### src/rtl/owtr_pkg.sv
package owtr_pkg;

    // Timer width default and config port shape
    localparam int TIMER_BITS_DEF = 20;
    localparam int CFG_IDX_W      = 3;
    localparam int CFG_DATA_W     = 20;

    // Config register indexes
    localparam logic [CFG_IDX_W-1:0] REG_RESET_LOW       = 3'd0;
    localparam logic [CFG_IDX_W-1:0] REG_PRESENCE_SAMPLE = 3'd1;
    localparam logic [CFG_IDX_W-1:0] REG_RESET_RECOVERY  = 3'd2;
    localparam logic [CFG_IDX_W-1:0] REG_SHORT_LOW       = 3'd3;
    localparam logic [CFG_IDX_W-1:0] REG_LONG_LOW        = 3'd4;
    localparam logic [CFG_IDX_W-1:0] REG_READ_SAMPLE     = 3'd5;
    localparam logic [CFG_IDX_W-1:0] REG_SLOT            = 3'd6;
    localparam logic [CFG_IDX_W-1:0] REG_CONVERSION_WAIT = 3'd7;

    // Config reset values
    localparam logic [9:0]  RST_RESET_LOW       = 10'd500;
    localparam logic [9:0]  RST_PRESENCE_SAMPLE = 10'd60;
    localparam logic [9:0]  RST_RESET_RECOVERY  = 10'd400;
    localparam logic [5:0]  RST_SHORT_LOW       = 6'd2;
    localparam logic [6:0]  RST_LONG_LOW        = 7'd65;
    localparam logic [5:0]  RST_READ_SAMPLE     = 6'd10;
    localparam logic [6:0]  RST_SLOT            = 7'd67;
    localparam logic [19:0] RST_CONVERSION_WAIT = 20'd750000;

    // Command bytes and byte counter milestones
    localparam logic [7:0] CMD_SKIP_ROM   = 8'hCC;
    localparam logic [7:0] CMD_CONVERT    = 8'h44;
    localparam logic [7:0] CMD_READ_SCRPD = 8'hBE;

    localparam logic [2:0] BYTE_CONV_START = 3'd2;
    localparam logic [2:0] BYTE_READ_FIRST = 3'd4;
    localparam logic [2:0] BYTE_READ_END   = 3'd6;

    typedef struct packed {
        logic [9:0]  reset_low;
        logic [9:0]  presence_sample;
        logic [9:0]  reset_recovery;
        logic [5:0]  short_low;
        logic [6:0]  long_low;
        logic [5:0]  read_sample;
        logic [6:0]  slot;
        logic [19:0] conversion_wait;
    } t_cfg;

    typedef struct packed {
        logic               drive_low;
        logic               busy_res;
        logic               done_res;
        logic               no_presence;
        logic signed [15:0] raw_reading;
        logic signed [15:0] temperature_tenths;
    } t_res;

    // Command sequence: skip-ROM, convert, skip-ROM, read scratchpad
    function automatic logic [7:0] f_cmd_byte(input logic [1:0] idx);
        logic [7:0] b;
        unique case (idx)
            2'd0: b = CMD_SKIP_ROM;
            2'd1: b = CMD_CONVERT;
            2'd2: b = CMD_SKIP_ROM;
            2'd3: b = CMD_READ_SCRPD;
        endcase
        return b;
    endfunction

endpackage

### src/rtl/one_wire_temperature_reader.sv
// Channel  | Direction | Handshake            | Payload
// tick in  | input     | i_valid / o_ready    | i_op, i_line_level
// result   | output    | o_valid / i_ready    | o_drive_low, o_busy_res, o_done_res,
//          |           |                      | o_no_presence, o_raw_reading,
//          |           |                      | o_temperature_tenths
// config   | input     | i_cfg_we             | i_cfg_index, i_cfg_data
//
// One tick beat per cycle while the buffer has room: the sequencer step and the
// temperature scaling sit between the state registers and a two-entry result
// buffer, so each result beat is written into the buffer as its tick beat is taken.
// The buffer lets a tick beat in while one finished result still waits; the
// input stalls only when two results are held.
// Reset (synchronous, active low) returns the sequencer to idle, clears the
// reading and error flag, and loads the default bus timings.
module one_wire_temperature_reader
    import owtr_pkg::*;
#(
    parameter int TIMER_BITS = TIMER_BITS_DEF
) (
    input  logic                  i_clk,
    input  logic                  i_rst_n,
    // tick channel
    input  logic                  i_valid,
    output logic                  o_ready,
    input  logic                  i_op,
    input  logic                  i_line_level,
    // result channel
    output logic                  o_valid,
    input  logic                  i_ready,
    output logic                  o_drive_low,
    output logic                  o_busy_res,
    output logic                  o_done_res,
    output logic                  o_no_presence,
    output logic signed [15:0]    o_raw_reading,
    output logic signed [15:0]    o_temperature_tenths,
    // config write port
    input  logic                  i_cfg_we,
    input  logic [CFG_IDX_W-1:0]  i_cfg_index,
    input  logic [CFG_DATA_W-1:0] i_cfg_data
);

    t_cfg w_cfg;
    t_res w_res;
    t_res w_out;
    logic w_accept;
    logic w_can_push;

    // A tick beat is taken whenever the result buffer has a free slot
    assign o_ready  = w_can_push;
    assign w_accept = i_valid && w_can_push;

    // Timing registers; a write takes effect from the next tick on, even mid-sequence
    owtr_cfg u_cfg (
        .i_clk       (i_clk),
        .i_rst_n     (i_rst_n),
        .i_cfg_we    (i_cfg_we),
        .i_cfg_index (i_cfg_index),
        .i_cfg_data  (i_cfg_data),
        .o_cfg       (w_cfg)
    );

    // Bus sequencer: reset/presence, command bytes, conversion wait, read
    owtr_core #(
        .TIMER_BITS (TIMER_BITS)
    ) u_core (
        .i_clk        (i_clk),
        .i_rst_n      (i_rst_n),
        .i_accept     (w_accept),
        .i_op         (i_op),
        .i_line_level (i_line_level),
        .i_cfg        (w_cfg),
        .o_res        (w_res)
    );

    // Hold result beats until the consumer takes them
    owtr_out_buf u_out_buf (
        .i_clk      (i_clk),
        .i_rst_n    (i_rst_n),
        .i_push     (w_accept),
        .i_data     (w_res),
        .o_can_push (w_can_push),
        .o_valid    (o_valid),
        .i_ready    (i_ready),
        .o_data     (w_out)
    );

    assign o_drive_low          = w_out.drive_low;
    assign o_busy_res           = w_out.busy_res;
    assign o_done_res           = w_out.done_res;
    assign o_no_presence        = w_out.no_presence;
    assign o_raw_reading        = w_out.raw_reading;
    assign o_temperature_tenths = w_out.temperature_tenths;

endmodule

### src/rtl/owtr_cfg.sv
module owtr_cfg
    import owtr_pkg::*;
(
    input  logic                  i_clk,
    input  logic                  i_rst_n,
    input  logic                  i_cfg_we,
    input  logic [CFG_IDX_W-1:0]  i_cfg_index,
    input  logic [CFG_DATA_W-1:0] i_cfg_data,
    output t_cfg                  o_cfg
);

    t_cfg r_cfg;

    always_ff @(posedge i_clk) begin
        if (!i_rst_n) begin
            r_cfg.reset_low       <= RST_RESET_LOW;
            r_cfg.presence_sample <= RST_PRESENCE_SAMPLE;
            r_cfg.reset_recovery  <= RST_RESET_RECOVERY;
            r_cfg.short_low       <= RST_SHORT_LOW;
            r_cfg.long_low        <= RST_LONG_LOW;
            r_cfg.read_sample     <= RST_READ_SAMPLE;
            r_cfg.slot            <= RST_SLOT;
            r_cfg.conversion_wait <= RST_CONVERSION_WAIT;
        end else if (i_cfg_we) begin
            unique case (i_cfg_index)
                REG_RESET_LOW:       r_cfg.reset_low       <= i_cfg_data[9:0];
                REG_PRESENCE_SAMPLE: r_cfg.presence_sample <= i_cfg_data[9:0];
                REG_RESET_RECOVERY:  r_cfg.reset_recovery  <= i_cfg_data[9:0];
                REG_SHORT_LOW:       r_cfg.short_low       <= i_cfg_data[5:0];
                REG_LONG_LOW:        r_cfg.long_low        <= i_cfg_data[6:0];
                REG_READ_SAMPLE:     r_cfg.read_sample     <= i_cfg_data[5:0];
                REG_SLOT:            r_cfg.slot            <= i_cfg_data[6:0];
                REG_CONVERSION_WAIT: r_cfg.conversion_wait <= i_cfg_data[19:0];
            endcase
        end
    end

    assign o_cfg = r_cfg;

endmodule

### src/rtl/owtr_core.sv
module owtr_core
    import owtr_pkg::*;
#(
    parameter int TIMER_BITS = TIMER_BITS_DEF
) (
    input  logic i_clk,
    input  logic i_rst_n,
    input  logic i_accept,
    input  logic i_op,
    input  logic i_line_level,
    input  t_cfg i_cfg,
    output t_res o_res
);

    typedef enum logic [3:0] {
        PH_IDLE  = 4'd0,
        PH_RLOW  = 4'd1,
        PH_RREL  = 4'd2,
        PH_RREC  = 4'd3,
        PH_WRITE = 4'd4,
        PH_CONV  = 4'd5,
        PH_READ  = 4'd6
    } t_phase;

    localparam int EXT_W = (TIMER_BITS > CFG_DATA_W) ? TIMER_BITS : CFG_DATA_W;
    localparam logic [EXT_W-1:0] TMAX_E = EXT_W'({TIMER_BITS{1'b1}});

    // Clamp a length to [lo, 2^TIMER_BITS-1]
    function automatic logic [TIMER_BITS-1:0] f_lim(input logic [CFG_DATA_W-1:0] x,
                                                   input logic [1:0] lo);
        logic [EXT_W-1:0] xe;
        logic [EXT_W-1:0] le;
        logic [TIMER_BITS-1:0] r;
        xe = EXT_W'(x);
        le = EXT_W'(lo);
        if (xe < le) begin
            r = TIMER_BITS'(lo);
        end else if (xe > TMAX_E) begin
            r = {TIMER_BITS{1'b1}};
        end else begin
            r = xe[TIMER_BITS-1:0];
        end
        return r;
    endfunction

    t_phase                r_phase, n_phase;
    logic [TIMER_BITS-1:0] r_timer, n_timer;
    logic [2:0]            r_bit, n_bit;
    logic [2:0]            r_byte, n_byte;
    logic [15:0]           r_shift, n_shift;
    logic [15:0]           r_raw, n_raw;
    logic                  r_err, n_err;

    logic                  w_start;
    t_phase                w_phase;
    logic [TIMER_BITS-1:0] w_timer, w_tnext, w_len;
    logic [TIMER_BITS-1:0] w_slot, w_short, w_long, w_samp, w_low;
    logic [2:0]            w_bit, w_byte, w_bit_inc, w_byte_inc;
    logic [15:0]           w_shift;
    logic [7:0]            w_cmd;
    logic                  w_last;
    logic                  w_drive, w_done;
    logic signed [18:0]    w_raw_e, w_prod, w_adj;

    // Start request folds into this tick as tick 0 of the reset pulse
    assign w_start = (r_phase == PH_IDLE) && i_op;
    assign w_phase = w_start ? PH_RLOW : r_phase;
    assign w_timer = w_start ? '0 : r_timer;
    assign w_bit   = w_start ? 3'd0 : r_bit;
    assign w_byte  = w_start ? 3'd0 : r_byte;
    assign w_shift = w_start ? 16'd0 : r_shift;

    assign w_slot  = f_lim(CFG_DATA_W'(i_cfg.slot), 2'd2);
    assign w_short = f_lim(CFG_DATA_W'(i_cfg.short_low), 2'd1);
    assign w_long  = f_lim(CFG_DATA_W'(i_cfg.long_low), 2'd1);
    assign w_samp  = (f_lim(CFG_DATA_W'(i_cfg.read_sample), 2'd1) > (w_slot - 1'b1))
                   ? (w_slot - 1'b1) : f_lim(CFG_DATA_W'(i_cfg.read_sample), 2'd1);

    assign w_cmd = f_cmd_byte(w_byte[1:0]);
    assign w_low = w_cmd[w_bit] ? w_short : w_long;

    always_comb begin
        unique case (w_phase)
            PH_RLOW: w_len = f_lim(CFG_DATA_W'(i_cfg.reset_low), 2'd1);
            PH_RREL: w_len = f_lim(CFG_DATA_W'(i_cfg.presence_sample), 2'd1);
            PH_RREC: w_len = f_lim(CFG_DATA_W'(i_cfg.reset_recovery), 2'd1);
            PH_CONV: w_len = f_lim(i_cfg.conversion_wait, 2'd1);
            default: w_len = w_slot;
        endcase
    end

    assign w_last     = ((TIMER_BITS + 1)'(w_timer) + 1'b1) >= (TIMER_BITS + 1)'(w_len);
    assign w_tnext    = w_last ? '0 : (w_timer + 1'b1);
    assign w_bit_inc  = w_bit + 3'd1;
    assign w_byte_inc = w_byte + 3'd1;

    always_comb begin
        n_phase = w_phase;
        n_timer = w_timer;
        n_bit   = w_bit;
        n_byte  = w_byte;
        n_shift = w_shift;
        n_raw   = r_raw;
        n_err   = r_err;
        w_drive = 1'b0;
        w_done  = 1'b0;
        unique case (w_phase)
            PH_IDLE: begin
            end
            PH_RLOW: begin
                w_drive = 1'b1;
                n_timer = w_tnext;
                if (w_last) begin
                    n_phase = PH_RREL;
                end
            end
            PH_RREL: begin
                n_timer = w_tnext;
                if (w_last) begin
                    if (i_line_level) begin
                        n_err   = 1'b1;
                        w_done  = 1'b1;
                        n_phase = PH_IDLE;
                    end else begin
                        n_bit   = 3'd0;
                        n_phase = (i_cfg.reset_recovery == '0) ? PH_WRITE : PH_RREC;
                    end
                end
            end
            PH_RREC: begin
                n_timer = w_tnext;
                if (w_last) begin
                    n_phase = PH_WRITE;
                end
            end
            PH_WRITE: begin
                w_drive = (w_timer < w_low);
                n_timer = w_tnext;
                if (w_last) begin
                    n_bit = w_bit_inc;
                    if (w_bit_inc == 3'd0) begin
                        n_byte = w_byte_inc;
                        if (w_byte_inc == BYTE_CONV_START) begin
                            n_phase = (i_cfg.conversion_wait == '0) ? PH_RLOW : PH_CONV;
                        end else if (w_byte_inc >= BYTE_READ_FIRST) begin
                            n_byte  = BYTE_READ_FIRST;
                            n_phase = PH_READ;
                        end
                    end
                end
            end
            PH_CONV: begin
                n_timer = w_tnext;
                if (w_last) begin
                    n_phase = PH_RLOW;
                end
            end
            PH_READ: begin
                w_drive = (w_timer < w_short);
                n_timer = w_tnext;
                if (w_timer == w_samp) begin
                    n_shift = w_shift | (16'(i_line_level) << {w_byte[0], w_bit});
                end
                if (w_last) begin
                    n_bit = w_bit_inc;
                    if (w_bit_inc == 3'd0) begin
                        n_byte = w_byte_inc;
                        if (w_byte_inc >= BYTE_READ_END) begin
                            n_raw   = n_shift;
                            n_err   = 1'b0;
                            w_done  = 1'b1;
                            n_phase = PH_IDLE;
                        end
                    end
                end
            end
            default: begin
                n_phase = PH_IDLE;
                n_timer = '0;
            end
        endcase
    end

    // raw*5/8 toward zero: shift-add, bias negatives by 7 before the shift
    assign w_raw_e = $signed({{3{n_raw[15]}}, n_raw});
    assign w_prod  = (w_raw_e <<< 2) + w_raw_e;
    assign w_adj   = w_prod + (w_prod[18] ? 19'sd7 : 19'sd0);

    assign o_res.drive_low          = w_drive;
    assign o_res.busy_res           = (n_phase != PH_IDLE);
    assign o_res.done_res           = w_done;
    assign o_res.no_presence        = n_err;
    assign o_res.raw_reading        = $signed(n_raw);
    assign o_res.temperature_tenths = 16'(w_adj >>> 3);

    always_ff @(posedge i_clk) begin
        if (!i_rst_n) begin
            r_phase <= PH_IDLE;
            r_timer <= '0;
            r_bit   <= 3'd0;
            r_byte  <= 3'd0;
            r_shift <= 16'd0;
            r_raw   <= 16'd0;
            r_err   <= 1'b0;
        end else if (i_accept) begin
            r_phase <= n_phase;
            r_timer <= n_timer;
            r_bit   <= n_bit;
            r_byte  <= n_byte;
            r_shift <= n_shift;
            r_raw   <= n_raw;
            r_err   <= n_err;
        end
    end

    a_read_bytes: assert property (@(posedge i_clk) disable iff (!i_rst_n)
        (r_phase == PH_READ) |-> (r_byte == BYTE_READ_FIRST || r_byte == 3'd5))
        else $error("read phase outside the two data bytes");

    a_write_bytes: assert property (@(posedge i_clk) disable iff (!i_rst_n)
        (r_phase == PH_WRITE) |-> (r_byte < BYTE_READ_FIRST))
        else $error("write phase past the command bytes");

    a_done_idle: assert property (@(posedge i_clk) disable iff (!i_rst_n)
        (i_accept && w_done) |=> (r_phase == PH_IDLE))
        else $error("sequence ended but phase not idle");

    a_err_hold: assert property (@(posedge i_clk) disable iff (!i_rst_n)
        (i_accept && !w_done) |=> (r_err == $past(r_err)))
        else $error("error flag changed without a sequence end");

endmodule

### src/rtl/owtr_out_buf.sv
module owtr_out_buf
    import owtr_pkg::*;
(
    input  logic i_clk,
    input  logic i_rst_n,
    input  logic i_push,
    input  t_res i_data,
    output logic o_can_push,
    output logic o_valid,
    input  logic i_ready,
    output t_res o_data
);

    logic r_head_valid;
    logic r_skid_valid;
    t_res r_head;
    t_res r_skid;
    logic w_pop;
    logic w_load_head;

    assign w_pop       = r_head_valid && i_ready;
    assign w_load_head = w_pop || !r_head_valid;
    assign o_can_push  = !r_skid_valid;
    assign o_valid     = r_head_valid;
    assign o_data      = r_head;

    always_ff @(posedge i_clk) begin
        if (!i_rst_n) begin
            r_head_valid <= 1'b0;
            r_skid_valid <= 1'b0;
        end else if (w_load_head) begin
            r_head_valid <= r_skid_valid || i_push;
            r_skid_valid <= 1'b0;
        end else if (i_push) begin
            r_skid_valid <= 1'b1;
        end
    end

    always_ff @(posedge i_clk) begin
        if (w_load_head) begin
            r_head <= r_skid_valid ? r_skid : i_data;
        end else if (i_push) begin
            r_skid <= i_data;
        end
    end

    a_skid_behind_head: assert property (@(posedge i_clk) disable iff (!i_rst_n)
        r_skid_valid |-> r_head_valid)
        else $error("skid entry held with empty head");

    a_no_push_full: assert property (@(posedge i_clk) disable iff (!i_rst_n)
        (r_skid_valid && !w_pop) |=> r_skid_valid && r_head_valid)
        else $error("buffered beat lost");

endmodule

### config.mk
export PLATFORM = sky130hd
export DESIGN_NAME = one_wire_temperature_reader
export DESIGN_NICKNAME = d
export VERILOG_FILES = /design/src/rtl/owtr_pkg.sv /design/src/rtl/one_wire_temperature_reader.sv /design/src/rtl/owtr_cfg.sv /design/src/rtl/owtr_core.sv /design/src/rtl/owtr_out_buf.sv
export SDC_FILE = /design/constraint.sdc
export NUM_CORES = 1
export LEC_CHECK = 0
export BUFFER_PORTS_ARGS = -buffer_cell sky130_fd_sc_hd__buf_2
export CAP_MARGIN = 20
export CELL_PAD_IN_SITES_DETAIL_PLACEMENT = 1
export CELL_PAD_IN_SITES_GLOBAL_PLACEMENT = 2
export CORE_MARGIN = 4
export CORE_UTILIZATION = 41
export DETAILED_ROUTE_END_ITERATION = 12
export PLACE_DENSITY_LB_ADDON = 0.1
export SLEW_MARGIN = 15
export SYNTH_ARGS = -nofsm -noshare
export SYNTH_HDL_FRONTEND = slang
export SYNTH_SLANG_ARGS = --single-unit
### constraint.sdc
create_clock -name i_clk -period 22.5 [get_ports i_clk]
set_clock_uncertainty 0.2 [all_clocks]
set_input_delay 1.125 -clock i_clk [delete_from_list [all_inputs] [get_ports i_clk]]
set_output_delay 1.125 -clock i_clk [all_outputs]
set_load 0.02 [all_outputs]
---- Word-level counts from Yosys, hierarchy flattened ----
Cells that the tools add are included.
operators by class
  add/sub/neg operators ................... 7
  $mul .................................... 0
  divide/modulo/power cells ............... 0
  magnitude comparators ................... 16
  equal/unequal tests ..................... 18
  shifts and indexed selects .............. 1
  multiplexer cells ....................... 69
  bitwise operators ....................... 3
  reductions and logical operators ........ 28
operator list
  cell                                                         count
  2-to-1 mux 16 bit                                            7
  2-to-1 mux 20 bit                                            5
  case mux 20 bit (4 select lines)                             1
  2-to-1 mux 4 bit                                             13
  2-to-1 mux 3 bit                                             14
  case mux 20 bit (2 select lines)                             1
  2-to-1 mux 36 bit                                            1
  less-than comparator 10 x 1 -> 1 bit, second input constant  3
  2-to-1 mux 10 bit                                            3
  case mux 4 bit (7 select lines)                              1
  case mux 8 bit (3 select lines)                              1
  adder 20 x 1 -> 21 bit, second input constant                1
  greater-or-equal comparator 21 x 20 -> 1 bit                 1
  2-to-1 mux 7 bit                                             3
  adder 20 x 1 -> 20 bit, second input constant                1
  == test 20 bit                                               1
  > comparator 20 bit, second input constant                   1
  > comparator 6 x 20 -> 1 bit                                 1
  logical NOT 20 bit                                           1
  less-than comparator 20 x 1 -> 1 bit, second input constant  1
  less-than comparator 20 bit                                  1
  less-than comparator 20 x 6 -> 1 bit                         1
  adder 18 x 16 -> 19 bit                                      1
  adder 19 bit                                                 1
  35 further kinds                                             77
storage, ports and cells
  register bits after elaboration ......... 213
  bits in latches ......................... 0
  bits in writable memories ............... 0
  memory bits (read-only) ................. 0
  input port bits ......................... 30
  memories ................................ 0

---- Logic depth before layout (Yosys ltp) ----
Gate-level depths: netlist (run 1).
  word-level depth ........................ 15
  depth in mapped cells ................... 41
  mapped depth without buffers ............ 37

---- Hierarchy ----
From an unflattened synthesis (run 1), not the netlist that was laid out.
second synthesis, totals
  cell total of the unflattened synthesis .. 1332
  area total of the unflattened synthesis .. 12648.4 um2
by module, submodules not included
  module                       instances  cells an instance  area each (um2)  sequential area each (um2)
  owtr_core                    1          919                6872.8           1261.2
  owtr_cfg                     1          291                3011.6           1521.5
  owtr_out_buf                 1          121                2757.6           2202.1
  one_wire_temperature_reader  1          1                  6.3              0.0

---- Worst setup path after synthesis (run 1) ----
No wires, ideal clock.
  path type ............................... input to register
  from .................................... in i_op
  to ...................................... reg u_out_buf.r_head (netlist bit u_out_buf.o_data[13]), data pin
  setup time .............................. 0.260 ns
  arrival time ............................ 8.051 ns
  data required time ...................... 22.040 ns
  slack ................................... 13.989 ns
  stages on the path ...................... 34
  buffers on the path ..................... 4
  cells stage by stage .................... nand2_2 > buf_6 > clkbuf_1 > and2_1 > ha_1 > nand4_1 > nor3_1 > inv_1 > nor3_1 > nand3_1 > xor2_1 > nor2_1 > ha_1 > o21ai_0 > or2_2 > a31oi_1 > nor3b_2 > nor2_1 > clkbuf_1 > mux2i_1 > inv_1 > ha_1 > a21o_1 > a21o_1 > a21o_1 > or3_1 > a31oi_2 > o31ai_1 > a2111oi_0 > or3_1 > clkbuf_1 > and4_1 > xnor2_1 > mux2_2
RTL lines
  element               line                               RTL
  start, declared       one_wire_temperature_reader.sv:25  input logic i_op,
  end signal, assigned  owtr_out_buf.sv:41                 r_head <= r_skid_valid ? r_skid : i_data;
  end, declared         owtr_out_buf.sv:16                 t_res r_head;

---- Worst setup path in the final report (run 1) ----
  from .................................... reg u_core.r_phase[3]
  to ...................................... reg u_out_buf.r_head (netlist bit u_out_buf.o_data[14]), data pin
on the way
  longest elaborated chain between the ends .. 14
RTL lines
  element                                                         line                RTL
  start, declared                                                 owtr_core.sv:46     t_phase r_phase, n_phase;
  start signal, assigned                                          owtr_core.sv:206    r_phase <= n_phase;
  branches (longest 9 deep; another with adder 20 x 1 -> 21 bit)  -
  2-to-1 mux 16 bit (*)                                           owtr_core.sv:107    unique case (w_phase)
  net u_core.n_raw[6]                                             owtr_core.sv:51     logic [15:0] r_raw, n_raw;
  adder 18 x 16 -> 19 bit (*)                                     owtr_core.sv:186    assign w_prod = (w_raw_e <<< 2) + w_raw_e;
  2-to-1 mux 3 bit                                                owtr_core.sv:187    assign w_adj = w_prod + (w_prod[18] ? 19'sd7 : 19'sd0);
  adder 19 bit (*)                                                owtr_core.sv:187
  2-to-1 mux 36 bit (*)                                           owtr_out_buf.sv:41
Mark *: on every way through the listed nets, which the timed path passes.
A chain may end at the register's enable or synchronous reset.

==> results of run 1 <==
synthesized netlist by cell type (25+ instances only):
master | count | area (um^2)
a22oi_1 | 25 | 188
edfxtp_1 | 72 | 2160
nor2_1 | 88 | 330
a21boi_0 | 39 | 293
and2_1 | 41 | 257
ha_1 | 62 | 776
nand2_1 | 268 | 1010
a21oi_1 | 54 | 270
nor2b_1 | 56 | 350
nand3_1 | 65 | 325
dfxtp_1 | 141 | 2820
mux2i_1 | 27 | 270
inv_1 | 47 | 176
o21ai_0 | 93 | 465
clkbuf_1 | 74 | 278
path summary, 6_finish.rpt:
check / startpoint / to / depth (start not counted)
setup / recovery: u_core.r_phase[3] / u_out_buf.o_data[14] / 35
hold / removal: u_core.r_raw[5] / u_core.r_raw[5] / 2
setup reg to reg: u_core.r_phase[3] / u_out_buf.o_data[14] / 35
hold reg to reg: u_core.r_raw[5] / u_core.r_raw[5] / 2
metal layers:
layer	GRT usage, %	up-vias
li1	-	5306
met1	29.1	5363
met2	41.9	146
met3	2.38	50
met4	6.08	0
met5	0	-
through the flow:
step / util [%] / std cells / instance area [um^2] / hold slack (ns)
floorplan: - / 1476 / 12600 / 0.236
global placement: 44.1 / 1865 / 13200 / 0.249
detailed placement: 44.2 / 1866 / 13200 / 0.260
CTS: 46.7 / 1909 / 14000 / 0.271
global route: 46.8 / 1911 / 14000 / 0.292
finish: 46.8 / 1911 / 14000 / 0.269
critical path: cells and delay by family (launching register included):
family / cells / cell delay [ns]
compound gates: 9 / 1.90
fa+ha+maj: 2 / 0.67
buf+inv: 2 / 0.41
xor+xnor: 2 / 0.29
simple gates: 20 / 4.93
flops: 1 / 0.66
cell type report:
cell class | instances | area share [%]
clock inverters | 8 | 0.473
clock buffers | 35 | 5.02
repair buffers | 86 | 3.52
well taps | 390 | 3.48
multi-input cells | 1131 | 50.7
flip-flops and latches | 213 | 35.5
inverters | 48 | 1.28
sequential cells by signal, summed over array words and instances (netlist names):
name	cells
u_cfg.o_cfg	76
u_out_buf.o_data	36
u_out_buf.r_skid	36
u_core.r_timer	20
u_core.r_raw	16
u_core.r_shift	16
u_core.r_phase	4
u_core.r_bit	3
u_core.r_byte	3
u_core.r_err	1
u_out_buf.o_valid	1
u_out_buf.r_skid_valid	1
cells by family after synthesis:
group | share of synthesized area (%)
DFF | 39.6
buffers and inverters | 4.12
and+or+nand+nor | 25.4
xor gates and xnor gates | 3.33
muxes | 3.49
AOI/OAI and AO/OA | 17.9
adders and majority gates | 6.16
layout by cell type (no fill, tap or decap), drive strengths merged, types with 24 or more instances in the layout:
master  instances
ha             62
xnor2          24
nand2         270
edfxtp         72
and2           42
dfxtp         141
a21boi         40
nor2           89
o21ai          94
inv            47
a22oi          26
nor2b          56
buf            86
mux2i          27
nand3          66
clkbuf         35
a21oi          55
power breakdown:
part	leakage (nW)	switching, mW	internal (mW)
clock	0.380	0.164	0.228
sequential	1.84	0.00681	0.408
combinational	3.39	0.0538	0.0265
==> impl_metrics.toml, run 1 <==
[drt]
top_layer = "met4"
wirelength_met1_um = 17200
num_vias = 10900
drt-pass1-iter-count = 5
ant_nets = 0
wl_per_cell_um = 20.4
dr.first_iter.drc_count = 548
wl_met2_um = 19800
routed_wl_um = 39100
avgViaCountPerCell = 5.69
route.detailed.drc = 0
met3_length_um = 930

[power_and_ir_drop]
irDropWorstVdd_v = 0.0000511
power_density_nw_per_um2 = 63.3
leakage_nw = 5.61
p_total_mw = 0.888

[clock_tree]
cts_tree = "yes"
post_cts_buffers = 0
ctsRootBufferMaster = "clkbuf_16"
postCtsResizedCells = 0
cts_sinks = 213
cts_buffer_depth = 3
htreeDepth = 1
clk_latency_ns = 0.53
cts_buffers = 25
clk_pin_slew_ns = 0.06
holdBufCountCts = 0

[critical_path]
worstSetupPathType = "reg2reg"
crit_path_start_kind = "register"
crit_fanout = 25
slowest_stage = "nor3b_2"
endpoint_kind = "register"
r2r_slack_ns = 13.12
cp.arrival_ns = 9.46
worstPathRequired_ns = 22.58
max_stage_delay_ns = 0.81

[die]
core_um2 = 30000
dieArea_um2 = 33600
die_h_um = 183
ioPinCount = 68
std_cell_rows = 63
initial_utilization_pct = 42.0
die_w_um = 183

[synthesis]
avgSynthCellArea_um2 = 8.53
synth.distinct_cells = 93
yosysSeqAreaShare_pct = 39.6
ys.flop_type = "dfxtp_1"
async_flop_share_pct = 0
synth-edff-count = 72
syn-num-nets = 1568
synth_cells = 1476
synth_area_um2 = 12600
ys_ff_latch = 213
synth_warnings = 0

[sta]
slew_viol_final = 0
fin_ws_ns = 13.12
max-slew-margin-rel_pct = 34.9
fmax_mhz = 107
rsz0062_at_grt = "no"
tightest_slew_ns = 0.968
hold_viol = 0
setup-tns-final_ns = 0
setup_viol = 0
fin_crit_sh_pct = 41.7
fin_crit_ns = 9.38

[grt]
grt_max_degree = 80
grt.total_usage_pct = 23.0
grt_pass1_wl_um = 62900
first_global_vias = 11200
overflow = 0
antenna_found_initial = 0

[cells_and_area]
multiInputGateArea_um2 = 7110
layout.nets = 1597
area_growth_pct = 11.4
fillCellCount = 3610
seq_area_um2 = 4980
layout-drive-gt1-share_pct = 10.8
n_antenna_cell = 0

[placement]
port_buffers = 67
gp_congestion = 0.864
post-dp-hpwl_um = 28600
place_ws_ns = 12.73

[hold_path]
min-delay-path-class = "reg2reg"

[run_status]
status = "completed"

[job]
drv_cap = 0
Note: power is estimated with default switching activity, not from simulation.
==> run 2, diff against run 1 <==
- CORE_UTILIZATION: 41 -> 35
- clock period: 22.5 -> 7.6 ns (I/O delays scaled with it)
==> run 2 against run 1 <==
Net effect: combinational power grew to 3.3 times the previous value; register-to-register slack lost 13 ns; flip-flop and latch count is the same; via count grew 3.5%; highest routed layer is now met5.
==> impl_metrics.toml, run 2 (synthesized netlist as in run 1, its figures left out) <==
[cells_and_area]
final_common_cell = "nand2_1"
n_antenna_cell = 0
largest_reg_flops = 76
layout-drive-gt1-share_pct = 18.1
fin_cells = 2087
area_growth_pct = 21.6
utilization_pct = 43.1
layout_common_cells = "nand2_1 (268), dfxtp_1 (140), buf_4 (102), o21ai_0 (87), nor2_1 (83)"
layout.nets = 1700

[power_and_ir_drop]
p_seq_share_pct = 44.4
swShare_pct = 24.9
leakage_nw = 6.21
internal_power_mw = 2.07
switchingPower_mw = 0.689
p_comb_share_pct = 9.7
power_density_nw_per_um2 = 180
clkPwrFrac_pct = 45.8
irDropWorstVdd_v = 0.000152

[grt]
antenna_found_initial = 1
overflow = 0
grt_max_degree = 99
grt.total_usage_pct = 20.7
first_global_vias = 11600
grt_pass1_wl_um = 65300

[critical_path]
cp.arrival_ns = 7.31
crit_path_start_kind = "register"
worstPathRequired_ns = 7.69
slowest_stage = "or3_4"
crit_fanout = 9
endpoint_kind = "register"
max_stage_delay_ns = 0.43
timing.critical_path.mode_cell = "ha_1"
worstSetupPathType = "reg2reg"

[drt]
dr.first_iter.drc_count = 483
ant_nets = 0
drt-pass1-iter-count = 7
num_vias = 11200
routed_wl_um = 41600
wl_per_cell_um = 19.9
route.detailed.drc = 0
avgViaCountPerCell = 5.39

[clock_tree]
cts_buffers = 26
cts_sinks = 213
cts_tree = "yes"
ctsRootBufferMaster = "clkbuf_16"
clk_latency_ns = 0.55
cts_buffer_depth = 3
htreeDepth = 1
clk_pin_slew_ns = 0.06

[placement]
post-dp-hpwl_um = 30900
place_ws_ns = -0.376
dpl.cell_count = 2018
gp_congestion = 0.800
port_buffers = 67

[die]
std_cell_rows = 69
ioPinCount = 68
initial_utilization_pct = 35.4
die_w_um = 198
dieArea_um2 = 39100
die_h_um = 198
core_um2 = 35600

[job]
drv_cap = 0

[sta]
setup_viol = 0
hold_viol = 0
fin_hold_ws_ns = 0.0211
fmax_mhz = 139
tightest_slew_ns = 1.01
slew_viol_final = 0
fin_ws_ns = 0.380
setup-tns-final_ns = 0
fin_crit_ns = 7.22
fin_crit_sh_pct = 95.0
max-slew-margin-rel_pct = 32.2

[hold_path]
min-delay-path-class = "in2reg"

[run_status]
status = "completed"
run 2: changes by cell type in the layout (fill, tap and decap cells not counted), sizes merged:
cell,before,now
dlygate4sd3,0,16
clkbuf,35,38
clkinv,8,7
bufinv,1,3
buf,86,171
run 2: layer usage:
layer / wire length [um] / track usage, % / vias up / part of all wire (%)
met5: 13 / 0 / - / 0.031
met4: 978 / 4.36 / 2 / 2.3
met3: 1030 / 1.91 / 54 / 2.5
met2: 21300 / 38.6 / 154 / 51
met1: 18300 / 26.1 / 5487 / 44
li1: - / - / 5544 / -
run 2: path summary, 6_finish.rpt:
check	slack (ns)	cells past startpoint	start	to
setup / recovery	0.38	30	u_cfg.o_cfg[24]	u_out_buf.o_data[12]
hold / removal	0.02	2	i_rst_n	u_cfg.o_cfg[58]
setup reg to reg	0.38	30	u_cfg.o_cfg[24]	u_out_buf.o_data[12]
hold reg to reg	0.28	2	u_core.r_shift[5]	u_core.r_shift[5]
run 2: power groups by stage:
stage	registers (mW)	clock network [mW]	logic (mW)
5_1_grt	1.23	1.34	0.296
4_1_cts	1.23	1.30	0.269
2_1_floorplan	1.27	0	0.141
3_3_place_gp	1.25	0	0.258
3_5_place_dp	1.25	0	0.261
6_report	1.23	1.27	0.268
run 2: what timing repair did:
action | in CTS | in global routing
gates cloned | 0 | 1
pin swaps | 0 | 17
hold endpoints to repair | 33 | 0
hold buffers | 16 | 0
setup buffers | 0 | 6
gates resized for setup | 4 | 51
endpoints found under the setup margin | 15 | 17
run 2: area by class of cell:
cell class | instances | area [um^2]
clock buffers | 37 | 733
inverters | 48 | 180
repair buffers | 188 | 1350
clock inverters | 9 | 119
multi-input cells | 1131 | 7370
flip-flops and latches | 213 | 4990
fillers | 4175 | 20300
well taps | 461 | 577
run 2: critical path: cells and delay by family, from the launching register on:
| family | cells | cell delay [ns] |
|---|---|---|
| AND/OR/NAND/NOR | 15 | 3.11 |
| AO/OA/AOI/OAI | 6 | 1.23 |
| adder cells (fa/ha/maj) | 3 | 0.88 |
| XOR/XNOR | 2 | 0.40 |
| multiplexers | 2 | 0.40 |
| flip-flops | 1 | 0.39 |
| buffers and inverters | 2 | 0.35 |
run 2: through the flow:
step,cell area (um^2),power [mW]
4_1_cts,15000,2.79
3_3_place_gp,14000,1.51
5_1_grt,15300,2.87
3_5_place_dp,14000,1.51
2_1_floorplan,12600,1.41
6_report,15300,2.76
==> run 3, diff against run 2 <==
- CORE_UTILIZATION: 35 -> 25
==> run 3 against run 2 <==
Net effect: critical path type unchanged; clock power is essentially flat; flip-flop and latch count unchanged; via count shrank 1.3%; worst hold slack gained 0.0055 ns; first-iteration DRC count shrank 2.9%; sequential share of layout area about the same; setup slack lost 0.0099 ns; global-route usage shrank 4.3 points; highest routed layer unchanged; core utilization down 12 points; design area up 0.11%; total power fell by 0.52%.
==> impl_metrics.toml, run 3 (synthesized netlist as in run 1, its figures left out) <==
[run_status]
status = "completed"

[cells_and_area]
final_common_cell = "nand2_1"
largest_reg_flops = 76
n_antenna_cell = 0
layout.nets = 1685
layout-drive-gt1-share_pct = 16.9
area_growth_pct = 21.8
layout_common_cells = "nand2_1 (268), dfxtp_1 (137), nor2_1 (86), o21ai_0 (85), buf_4 (85)"
fin_cells = 2277

[grt]
grt_pass1_wl_um = 69900
grt.total_usage_pct = 16.4
first_global_vias = 11500
antenna_found_initial = 1
grt_max_degree = 75
overflow = 0

[clock_tree]
htreeDepth = 1
cts_tree = "yes"
clk_pin_slew_ns = 0.06
ctsRootBufferMaster = "clkbuf_16"
cts_sinks = 213
cts_buffers = 27
cts_buffer_depth = 3
clk_latency_ns = 0.56

[placement]
port_buffers = 67
post-dp-hpwl_um = 33200
gp_congestion = 0.794
dpl.cell_count = 2199
place_ws_ns = 0.0184

[sta]
fin_crit_ns = 7.23
fin_crit_sh_pct = 95.1
hold_viol = 0
slew_viol_final = 0
fin_ws_ns = 0.370
setup_viol = 0
fin_hold_ws_ns = 0.0266
max-slew-margin-rel_pct = 30.6
tightest_slew_ns = 1.04
fmax_mhz = 138

[die]
die_w_um = 232
die_h_um = 232
std_cell_rows = 81
ioPinCount = 68
dieArea_um2 = 54000
core_um2 = 49400
initial_utilization_pct = 25.5

[drt]
avgViaCountPerCell = 4.87
wirelength_met1_um = 20300
met3_length_um = 1070
num_vias = 11100
routed_wl_um = 44900
wl_per_cell_um = 19.7
wl_met2_um = 22100
top_layer = "met5"
drt-pass1-iter-count = 7
dr.first_iter.drc_count = 469
route.detailed.drc = 0
ant_nets = 0

[critical_path]
cp.arrival_ns = 7.34
worstPathRequired_ns = 7.71
crit_path_start_kind = "register"
max_stage_delay_ns = 0.50
slowest_stage = "a2111o_1"
worstSetupPathType = "reg2reg"
endpoint_kind = "register"
crit_fanout = 13

[power_and_ir_drop]
irDropWorstVdd_v = 0.000136
leakage_nw = 6.11
power_density_nw_per_um2 = 179

[hold_path]
min-delay-path-class = "in2reg"

[job]
drv_cap = 0
==> run 3: worst max-delay path: cells and delay by family (launching register included) <==
| family | cells | cell delay [ns] |
|---|---|---|
| compound gates | 7 | 1.65 |
| xor+xnor | 2 | 0.28 |
| fa+ha+maj | 2 | 0.67 |
| buf+inv | 5 | 0.71 |
| flops | 1 | 0.36 |
| mux | 2 | 0.51 |
| simple gates | 15 | 2.56 |
==> run 3: routing by layer <==
layer | GRT usage [%] | vias up
li1 | - | 5497
met1 | 20.9 | 5403
met2 | 29.3 | 128
met3 | 1.90 | 65
met4 | 4.41 | 2
met5 | 0 | -
==> run 3: final timing paths <==
kind	start	to	slack, ns	cells past startpoint
setup / recovery	u_core.r_phase[1]	u_out_buf.o_data[13]	0.37	33
hold / removal	i_cfg_data[2]	u_cfg.o_cfg[2]	0.03	3
setup reg to reg	u_core.r_phase[1]	u_out_buf.o_data[13]	0.37	33
hold reg to reg	u_core.r_shift[5]	u_core.r_shift[5]	0.28	2
==> run 3: metrics by stage <==
stage / utilization [%] / cell area (um^2) / total power, mW / setup TNS [ns]
after floorplan: - / 12600 / 1.41 / 0
after global placement: 28.4 / 14000 / 1.52 / 0
after detailed placement: 28.5 / 14000 / 1.52 / 0
after CTS: 30.5 / 15100 / 2.80 / 0
after global routing: 31.1 / 15300 / 2.88 / -0.00432
final: 31.1 / 15300 / 2.75 / 0
==> run 3: power breakdown <==
part	total, mW	switching, mW	internal (mW)
Clock	1.25	0.531	0.719
Combinational	0.269	0.174	0.0947
Sequential	1.23	0.0190	1.21
==> run 3: area by class of cell <==
type	count	area (um^2)
inverters	48	180
multi-input cells	1131	7300
clock buffers	41	793
fillers	5827	34000
well taps	664	831
flip-flops and latches	213	4990
repair buffers	172	1180
clock inverters	8	55.1
==> run 3: repair_timing <==
item | 4_1_cts | 5_1_grt
pin swaps | 1 | 12
endpoints found under the setup margin | 1 | 18
hold buffers | 18 | 0
setup buffers | 0 | 10
resized for setup | 0 | 48
hold endpoints to repair | 43 | 0
